===== config.mk =====
export PLATFORM = sky130hd
export DESIGN_NAME = fp32_add_sub_mul_div_top
export DESIGN_NICKNAME = d
export VERILOG_FILES = /design/src/hw/rtl/fpu_pkg.sv /design/src/hw/rtl/fpu_front.sv /design/src/hw/rtl/fpu_queue.sv /design/src/hw/rtl/fpu_back.sv /design/src/hw/rtl/fp32_add_sub_mul_div_top.sv
export SDC_FILE = /design/constraint.sdc
export NUM_CORES = 2
export LEC_CHECK = 0
export ABC_AREA = 1
export BUFFER_PORTS_ARGS = -buffer_cell sky130_fd_sc_hd__buf_2
export CAP_MARGIN = 20
export CORE_AREA = 2 2 285 287
export CTS_CLUSTER_DIAMETER = 80
export DETAILED_ROUTE_END_ITERATION = 7
export DIE_AREA = 0 0 287 289
export PLACE_DENSITY = 0.76
export SKIP_LAST_GASP = 1
export SLEW_MARGIN = 30
export SYNTH_ARGS = -nofsm -noshare
export SYNTH_HDL_FRONTEND = slang
export SYNTH_SLANG_ARGS = --single-unit

===== constraint.sdc =====
create_clock -name clk_i -period 9.5 [get_ports clk_i]
set_clock_uncertainty 0.15 [all_clocks]
set_input_delay 1.425 -clock clk_i [delete_from_list [all_inputs] [get_ports clk_i]]
set_output_delay 1.425 -clock clk_i [all_outputs]
set_load 0.1 [all_outputs]

===== src/hw/rtl/fpu_pkg.sv =====
// Package for the single-precision arithmetic unit.
// Holds the operation codes, the task record passed from front to back, and constants.
package fpu_pkg;

  typedef enum logic [1:0] {
    OP_ADD = 2'd0,
    OP_SUB = 2'd1,
    OP_MUL = 2'd2,
    OP_DIV = 2'd3
  } op_e;

  // Kind of work that the back end has to do for one item.
  typedef enum logic [1:0] {
    K_FIXED = 2'd0,
    K_ADD   = 2'd1,
    K_MUL   = 2'd2,
    K_DIV   = 2'd3
  } kind_e;

  typedef enum logic [2:0] {
    S_IDLE = 3'd0,
    S_ALGN = 3'd1,
    S_NORM = 3'd2,
    S_DIVI = 3'd3,
    S_PACK = 3'd4,
    S_DONE = 3'd5
  } bst_e;

  localparam logic [31:0] CANON_NAN = 32'h7FC0_0000;
  localparam int unsigned BIAS = 127;

  // Classified item: either a finished answer or unpacked operands.
  typedef struct packed {
    kind_e       kind;
    logic [31:0] fixed;
    logic        sa;
    logic        sb;
    logic [7:0]  ea;
    logic [7:0]  eb;
    logic [23:0] ma;
    logic [23:0] mb;
  } task_t;

endpackage


===== src/hw/rtl/fpu_front.sv =====
// Front end: accepts an item, screens special operands and unpacks the rest.
// Depends on fpu_pkg.
module fpu_front import fpu_pkg::*; (
  input  logic [1:0]  cmd_i,
  input  logic [31:0] operand_a_i,
  input  logic [31:0] operand_b_i,
  output task_t       task_o
);

  logic        sa, sb, s;
  logic [7:0]  ea, eb;
  logic [22:0] fa, fb;
  logic        nan_a, nan_b, inf_a, inf_b, z_a, z_b;

  always_comb begin
    sa = operand_a_i[31];
    sb = operand_b_i[31] ^ (cmd_i == OP_SUB);
    ea = operand_a_i[30:23];
    eb = operand_b_i[30:23];
    fa = operand_a_i[22:0];
    fb = operand_b_i[22:0];
    nan_a = (ea == 8'hFF) && (fa != '0);
    nan_b = (eb == 8'hFF) && (fb != '0);
    inf_a = (ea == 8'hFF) && (fa == '0);
    inf_b = (eb == 8'hFF) && (fb == '0);
    z_a = (ea == 8'h00);
    z_b = (eb == 8'h00);
    s = sa ^ sb;
    task_o.kind  = K_FIXED;
    task_o.fixed = CANON_NAN;
    task_o.sa = sa;
    task_o.sb = sb;
    task_o.ea = ea;
    task_o.eb = eb;
    task_o.ma = {1'b1, fa};
    task_o.mb = {1'b1, fb};
    // Special operands are answered here; the back end only passes them on.
    unique case (op_e'(cmd_i))
      OP_ADD, OP_SUB: begin
        if (nan_a || nan_b) task_o.fixed = CANON_NAN;
        else if (inf_a && inf_b) task_o.fixed = (sa == sb) ? {sa, 8'hFF, 23'd0} : CANON_NAN;
        else if (inf_a) task_o.fixed = {sa, 8'hFF, 23'd0};
        else if (inf_b) task_o.fixed = {sb, 8'hFF, 23'd0};
        else if (z_a && z_b) task_o.fixed = {sa & sb, 31'd0};
        else if (z_a) task_o.fixed = {sb, operand_b_i[30:0]};
        else if (z_b) task_o.fixed = operand_a_i;
        else task_o.kind = K_ADD;
      end
      OP_MUL: begin
        if (nan_a || nan_b) task_o.fixed = CANON_NAN;
        else if (inf_a || inf_b) task_o.fixed = (z_a || z_b) ? CANON_NAN : {s, 8'hFF, 23'd0};
        else if (z_a || z_b) task_o.fixed = {s, 31'd0};
        else task_o.kind = K_MUL;
      end
      default: begin
        if (nan_a || nan_b || z_b || (inf_a && inf_b)) task_o.fixed = CANON_NAN;
        else if (inf_a) task_o.fixed = {s, 8'hFF, 23'd0};
        else if (inf_b || z_a) task_o.fixed = {s, 31'd0};
        else task_o.kind = K_DIV;
      end
    endcase
  end

endmodule


===== src/hw/rtl/fpu_queue.sv =====
// Two-entry queue that decouples the front end from the back end.
// Depends on fpu_pkg.
module fpu_queue import fpu_pkg::*; (
  input  logic  clk_i,
  input  logic  rst_ni,
  input  logic  push_i,
  input  task_t data_i,
  output logic  full_o,
  input  logic  pop_i,
  output task_t data_o,
  output logic  empty_o
);

  task_t      mem_q [2];
  logic       wp_q, rp_q;
  logic [1:0] cnt_q;

  assign full_o  = cnt_q[1];
  assign empty_o = (cnt_q == 2'd0);
  assign data_o  = mem_q[rp_q];

  // Pointer and count update.
  always_ff @(posedge clk_i or negedge rst_ni) begin
    if (!rst_ni) begin
      wp_q  <= 1'b0;
      rp_q  <= 1'b0;
      cnt_q <= 2'd0;
    end else begin
      if (push_i && !full_o) wp_q <= ~wp_q;
      if (pop_i && !empty_o) rp_q <= ~rp_q;
      cnt_q <= cnt_q + {1'b0, push_i && !full_o} - {1'b0, pop_i && !empty_o};
    end
  end

  // Storage.
  always_ff @(posedge clk_i) begin
    if (push_i && !full_o) mem_q[wp_q] <= data_i;
  end

endmodule


===== src/hw/rtl/fpu_back.sv =====
// Back end: passes on fixed answers, or aligns and adds, multiplies or divides, then normalises and packs.
// Depends on fpu_pkg.
module fpu_back import fpu_pkg::*; (
  input  logic        clk_i,
  input  logic        rst_ni,
  input  logic        empty_i,
  input  task_t       task_i,
  output logic        take_o,
  output logic [31:0] result_o,
  output logic        valid_o,
  input  logic        ack_i
);

  bst_e        st_q, st_d;
  task_t       t_q;
  task_t       tsw;
  logic        s_q;
  logic signed [10:0] e_q;
  logic [47:0] m_q;        // working significand (product, quotient or sum)
  logic [24:0] rem_q;
  logic [4:0]  cnt_q;
  logic [31:0] res_q;
  logic [47:0] prod;
  logic [24:0] diff;
  logic [23:0] mbs;
  logic [7:0]  d;

  assign take_o   = (st_q == S_IDLE) && !empty_i;
  assign result_o = res_q;
  assign valid_o  = (st_q == S_DONE);

  // Next state.
  always_comb begin
    st_d = st_q;
    unique case (st_q)
      S_IDLE: if (!empty_i) begin
        unique case (task_i.kind)
          K_FIXED: st_d = S_DONE;
          K_ADD:   st_d = S_ALGN;
          K_MUL:   st_d = S_NORM;
          default: st_d = S_DIVI;
        endcase
      end
      S_ALGN: st_d = S_NORM;
      S_DIVI: if (cnt_q == 5'd0) st_d = S_NORM;
      S_NORM: if (m_q[23] || m_q == '0 || t_q.kind != K_ADD) st_d = S_PACK;
      S_PACK: st_d = S_DONE;
      S_DONE: if (ack_i) st_d = S_IDLE;
      default: st_d = S_IDLE;
    endcase
  end

  always_ff @(posedge clk_i or negedge rst_ni) begin
    if (!rst_ni) st_q <= S_IDLE;
    else st_q <= st_d;
  end

  always_comb begin
    prod = t_q.ma * t_q.mb;
    d    = t_q.ea - t_q.eb;
    mbs  = (d >= 8'd24) ? 24'd0 : (t_q.mb >> d);
    diff = {rem_q[23:0], 1'b0} - {1'b0, t_q.mb};
    // For an add the operand with the larger exponent goes first.
    tsw  = task_i;
    if (task_i.kind == K_ADD && task_i.ea < task_i.eb) begin
      tsw.ea = task_i.eb; tsw.eb = task_i.ea;
      tsw.ma = task_i.mb; tsw.mb = task_i.ma;
      tsw.sa = task_i.sb; tsw.sb = task_i.sa;
    end
  end

  // Datapath, one step per state.
  always_ff @(posedge clk_i) begin
    unique case (st_q)
      S_IDLE: begin
        t_q   <= tsw;
        res_q <= task_i.fixed;
        s_q   <= task_i.sa ^ task_i.sb;
        e_q   <= 11'(task_i.ea) - 11'(task_i.eb) + 11'(BIAS);
        rem_q <= {1'b0, task_i.ma};
        m_q   <= '0;
        cnt_q <= 5'd23;
      end
      S_ALGN: begin
        e_q <= 11'(t_q.ea);
        if (t_q.sa == t_q.sb) begin
          m_q <= 48'(t_q.ma) + 48'(mbs); s_q <= t_q.sa;
        end else if (t_q.ma >= mbs) begin
          m_q <= 48'(t_q.ma - mbs);
          s_q <= (t_q.ma != mbs) ? t_q.sa : 1'b0;
        end else begin
          m_q <= 48'(mbs - t_q.ma); s_q <= t_q.sb;
        end
        // Carry out of the sum is fixed in the normalise step below.
      end
      S_DIVI: begin
        // First step compares ma with mb itself, later steps shift the remainder.
        if (cnt_q == 5'd23) begin
          m_q   <= {47'd0, rem_q[23:0] >= t_q.mb};
          rem_q <= (rem_q[23:0] >= t_q.mb) ? rem_q - {1'b0, t_q.mb} : rem_q;
        end else begin
          m_q   <= {m_q[46:0], !diff[24]};
          rem_q <= diff[24] ? {rem_q[23:0], 1'b0} : diff;
        end
        cnt_q <= cnt_q - 5'd1;
      end
      S_NORM: begin
        if (t_q.kind == K_MUL) begin
          e_q <= 11'(t_q.ea) + 11'(t_q.eb) - 11'(BIAS) + {10'd0, prod[47]};
          m_q <= prod[47] ? 48'(prod[47:24]) : 48'(prod[46:23]);
        end else if (t_q.kind == K_ADD && m_q[24]) begin
          m_q <= m_q >> 1; e_q <= e_q + 11'sd1;
        end else if (t_q.kind == K_ADD && !m_q[23] && m_q != '0) begin
          m_q <= m_q << 1; e_q <= e_q - 11'sd1;
        end else if (t_q.kind == K_DIV && !m_q[23]) begin
          m_q <= m_q << 1; e_q <= e_q - 11'sd1;
        end
      end
      S_PACK: begin
        if (m_q == '0) res_q <= 32'd0;
        else if (e_q >= 11'sd255) res_q <= {s_q, 8'hFF, 23'd0};
        else if (e_q <= 11'sd0) res_q <= {s_q, 31'd0};
        else res_q <= {s_q, e_q[7:0], m_q[22:0]};
      end
      default: ;
    endcase
  end

endmodule


===== src/hw/rtl/fp32_add_sub_mul_div_top.sv =====
// Single-precision add, subtract, multiply and divide unit, top level.
// Depends on fpu_pkg, fpu_front, fpu_queue and fpu_back.
//
// Input channel: drive cmd_i, operand_a_i, operand_b_i and raise push; the
// item is taken at a clock edge where full is low. Results appear while
// empty is low and are taken by raising pop.
// The front end classifies each item in the cycle it arrives and writes it
// into a two-entry queue. The back end takes one item at a time:
//   special operands: the fixed answer goes to the result register at take;
//   multiply: take, normalise and pack; add and subtract: take, align, then
//   the normalise step once per bit of renormalising shift (up to 23), then pack;
//   divide: take, 24 restoring steps of the one-bit-per-cycle divider, normalise and pack.
// The back end handles one item until its result is popped, so a stalled
// receiver fills the queue and then raises full.
// Reset clears the queue and returns the back end to idle; no result is shown.
module fp32_add_sub_mul_div_top import fpu_pkg::*; (
  input  logic        clk_i,
  input  logic        rst_ni,
  input  logic        push,
  output logic        full,
  input  logic [1:0]  cmd_i,
  input  logic [31:0] operand_a_i,
  input  logic [31:0] operand_b_i,
  output logic        empty,
  input  logic        pop,
  output logic [31:0] result_bits_o,
  output logic        is_zero_o,
  output logic        is_infinite_o,
  output logic        is_nan_o
);

  task_t tk_in, tk_out;
  logic  q_empty, take, valid;

  fpu_front u_front (
    .cmd_i(cmd_i), .operand_a_i(operand_a_i), .operand_b_i(operand_b_i), .task_o(tk_in)
  );

  fpu_queue u_queue (
    .clk_i(clk_i), .rst_ni(rst_ni), .push_i(push), .data_i(tk_in), .full_o(full),
    .pop_i(take), .data_o(tk_out), .empty_o(q_empty)
  );

  fpu_back u_back (
    .clk_i(clk_i), .rst_ni(rst_ni), .empty_i(q_empty), .task_i(tk_out), .take_o(take),
    .result_o(result_bits_o), .valid_o(valid), .ack_i(pop)
  );

  // Flags follow the packed result.
  assign empty         = !valid;
  assign is_zero_o     = (result_bits_o[30:23] == 8'h00) && (result_bits_o[22:0] == '0);
  assign is_infinite_o = (result_bits_o[30:23] == 8'hFF) && (result_bits_o[22:0] == '0);
  assign is_nan_o      = (result_bits_o[30:23] == 8'hFF) && (result_bits_o[22:0] != '0);

endmodule


==> metrics <==
via count=between 40000 and 50000; Net Count, Synth=7075; sequential share of the synthesized area=between 20% and 30%; Unique masters post-synth=58; DRC Markers=0; FF-to-FF path depth=35; max_cap viols=0; TritonCTS clock tree=done; worst rel slew slack=25.0%; GP Congestion=1.05; Synth async-reset ratio=1.79%; Final Cycle Share=about nine tenths; largest fanout on the critical path=15; Yosys top cell area share=24.2%; final wirelength=between 150000 and 200000 µm; 1st-iter DRT viols=approximately 4600; Max Slew Vio Count=0; Syn-to-layout area delta=6.75%; wire length per cell=roughly 22 µm; Setup Fix Bufs, Post-CTS=0; CTS H-tree depth=2; CTS root buf=clkbuf_16; Clock Sinks=between 300 and 400; R2R Path End=u_back.e_q[8]; Worst Setup SP=u_back.t_q[13]; n_diodes=0; final setup fails=0; Final Hold Fails=0; largest cells by area after synthesis=edfxtp_1 (24%), fa_1 (21%), nand2_1 (13%); share of layout cells above drive strength 1=~5.3%; hpwl dp=between 100000 and 150000 µm; Mapped Cells=6189; die area=0.0829 mm²; Vias/cell=a little under 6; Worst path slowest cell=edfxtp_1; first-pass GRT wire length=between 200000 and 250000 µm; Synth Area per Inst=between 7 and 8 µm²; outcome=finished clean; CTS Hold Bufs=0; die width=287 µm; PortBufs=~110; max incr delay on CP=1.00 ns; Ys Warns=0; Fmax achieved=between 0.1 and 0.15 GHz; top cell type by total area after synthesis=edfxtp_1; post-CTS sizing=0; reg2reg setup slack=about 0.79 ns; Post-Syn Area=between 0.04 and 0.05 mm²; clk_lat worst skew=around 0.6 ns; reg-to-reg startpoint=u_back.t_q[13]; Max clock buf depth=3; CTS clk-pin slew, worst paths=approximately 0.06 ns; critical path class=flop to flop; Startpoint Class=flop; CTS Buf Count=44; FP Rows=between 100 and 150; largest net degree at the start of global routing=approximately 80; Tmin final=8.71 ns; initial antenna violation count=6; Total GRT Usage=between 30 and 40%; IO Pins=roughly 110; most numerous cell in the Yosys netlist=nand2_1; setup_tns=0 ns; worst slew pin tran=1.12 ns; Initial Util=59.4%; Final ANT Viol Nets=0; RSZ-0062 raised after global routing=no; number of synthesized register bits=390; TritonRoute pass-1 iters=6; Post-synth top cells=nand2_1 (1684), inv_1 (1228), fa_1 (490); predominant post-synthesis flop cell=edfxtp_1; vias in the first global route=41991; Post-synth EDFFs=about 380; Worst Hold Class=flop to flop; Critical Path RT=approximately 9.7 ns; crit path DAT=between 8 and 9 ns; Die Height=289 µm; Overflow after GRT=0; CP Capture Point=u_back.e_q[8]; nets=7089; CP Capture Type=flop; core region area=0.0799 mm²
-- worst min path at each step --
stage | slack [ns] | cells past startpoint | end | startpoint
detailed placement | 0.41 | 2 | u_back.m_q[46] | u_back.m_q[47]
floorplan | 0.35 | 2 | u_back.result_o[31] | u_back.s_q
global route | 0.48 | 2 | u_back.m_q[46] | u_back.m_q[47]
finish | 0.44 | 2 | u_back.m_q[46] | u_back.m_q[47]
global placement | 0.42 | 2 | u_back.m_q[46] | u_back.m_q[47]
CTS | 0.44 | 2 | u_back.m_q[46] | u_back.m_q[47]
-- routing by layer --
| metal | GRT usage, % | share of wire [%] |
|---|---|---|
| met5 | 0 | 0.033 |
| met4 | 19.4 | 5.8 |
| met3 | 8.21 | 10 |
| met2 | 64.4 | 46 |
| met1 | 50.2 | 38 |
-- sequential cells by signal, indices dropped and copies added (netlist names) --
| name | cells |
|---|---|
| u_queue.wp_q | 1 |
| u_back.rem_q | 24 |
| u_queue.rp_q | 1 |
| u_back.t_q | 66 |
| u_queue.mem_q | 196 |
| u_back.s_q | 1 |
| u_back.m_q | 48 |
| u_back.e_q | 11 |
| u_back.st_q | 3 |
| u_back.result_o | 32 |
| u_queue.cnt_q | 2 |
| u_back.cnt_q | 5 |
-- stage by stage --
stage	worst slack, ns	std cells	util [%]	area [µm²]	hold WS (ns)
2_1_floorplan	1.89	6189	-	47500	0.348
3_3_place_gp	0.894	7206	61.4	49100	0.417
3_5_place_dp	0.819	7210	61.5	49200	0.412
4_1_cts	0.802	7290	63.3	50600	0.440
5_1_grt	0.282	7297	63.4	50700	0.476
6_report	0.787	7297	63.4	50700	0.437
-- final cells by class --
cell class / count / area (µm²)
well taps: 1060 / 1330
flip-flops and latches: 390 / 11700
fillers: 7095 / 29200
multi-input cells: 4326 / 30200
clock buffers: 54 / 1140
repair buffers: 207 / 1380
inverters: 1234 / 4630
clock inverters: 26 / 282
-- cell usage in the layout, fill, tap and decap left out, drive strengths merged, types with 5 or more instances in the layout --
cell type,instances
nand3,336
o2111ai,6
nand2,1690
xor2,78
nand3b,23
clkbuf,54
dfrtp,7
clkinv,20
or2,16
a31oi,10
ha,326
nand4,56
o21bai,23
a21oi,275
xnor2,28
nor3,71
fa,490
a211oi,6
a22oi,46
edfxtp,383
o211ai,12
buf,207
o311ai,9
a21o,24
o31ai,5
nor2,376
mux2i,23
o21a,16
and3,5
inv,1235
o21ai,318
nor4,36
-- critical path, delay by kind of cell, from the launching register on --
kind	cells	cell delay [ns]
buffers and inverters	8	0.76
flip-flops	1	1.00
adder cells (fa/ha/maj)	10	4.25
AND/OR/NAND/NOR	13	1.40
AO/OA/AOI/OAI	4	0.87
-- kinds of logic (layout without fill, tap and decap cells) --
logic type	after synthesis	in the layout	synth area share, %
mux	23	23	0.485
flops	390	390	24.6
compound gates	769	769	9.09
xor+xnor	106	106	1.97
fa+ha+maj	816	816	29.3
simple gates	2612	2612	22.8
buf+inv	1473	1521	11.8
Power is left out: the tool's default activity adds up to more than one toggle a clock period on the data nets, which glitch-free logic cannot reach.
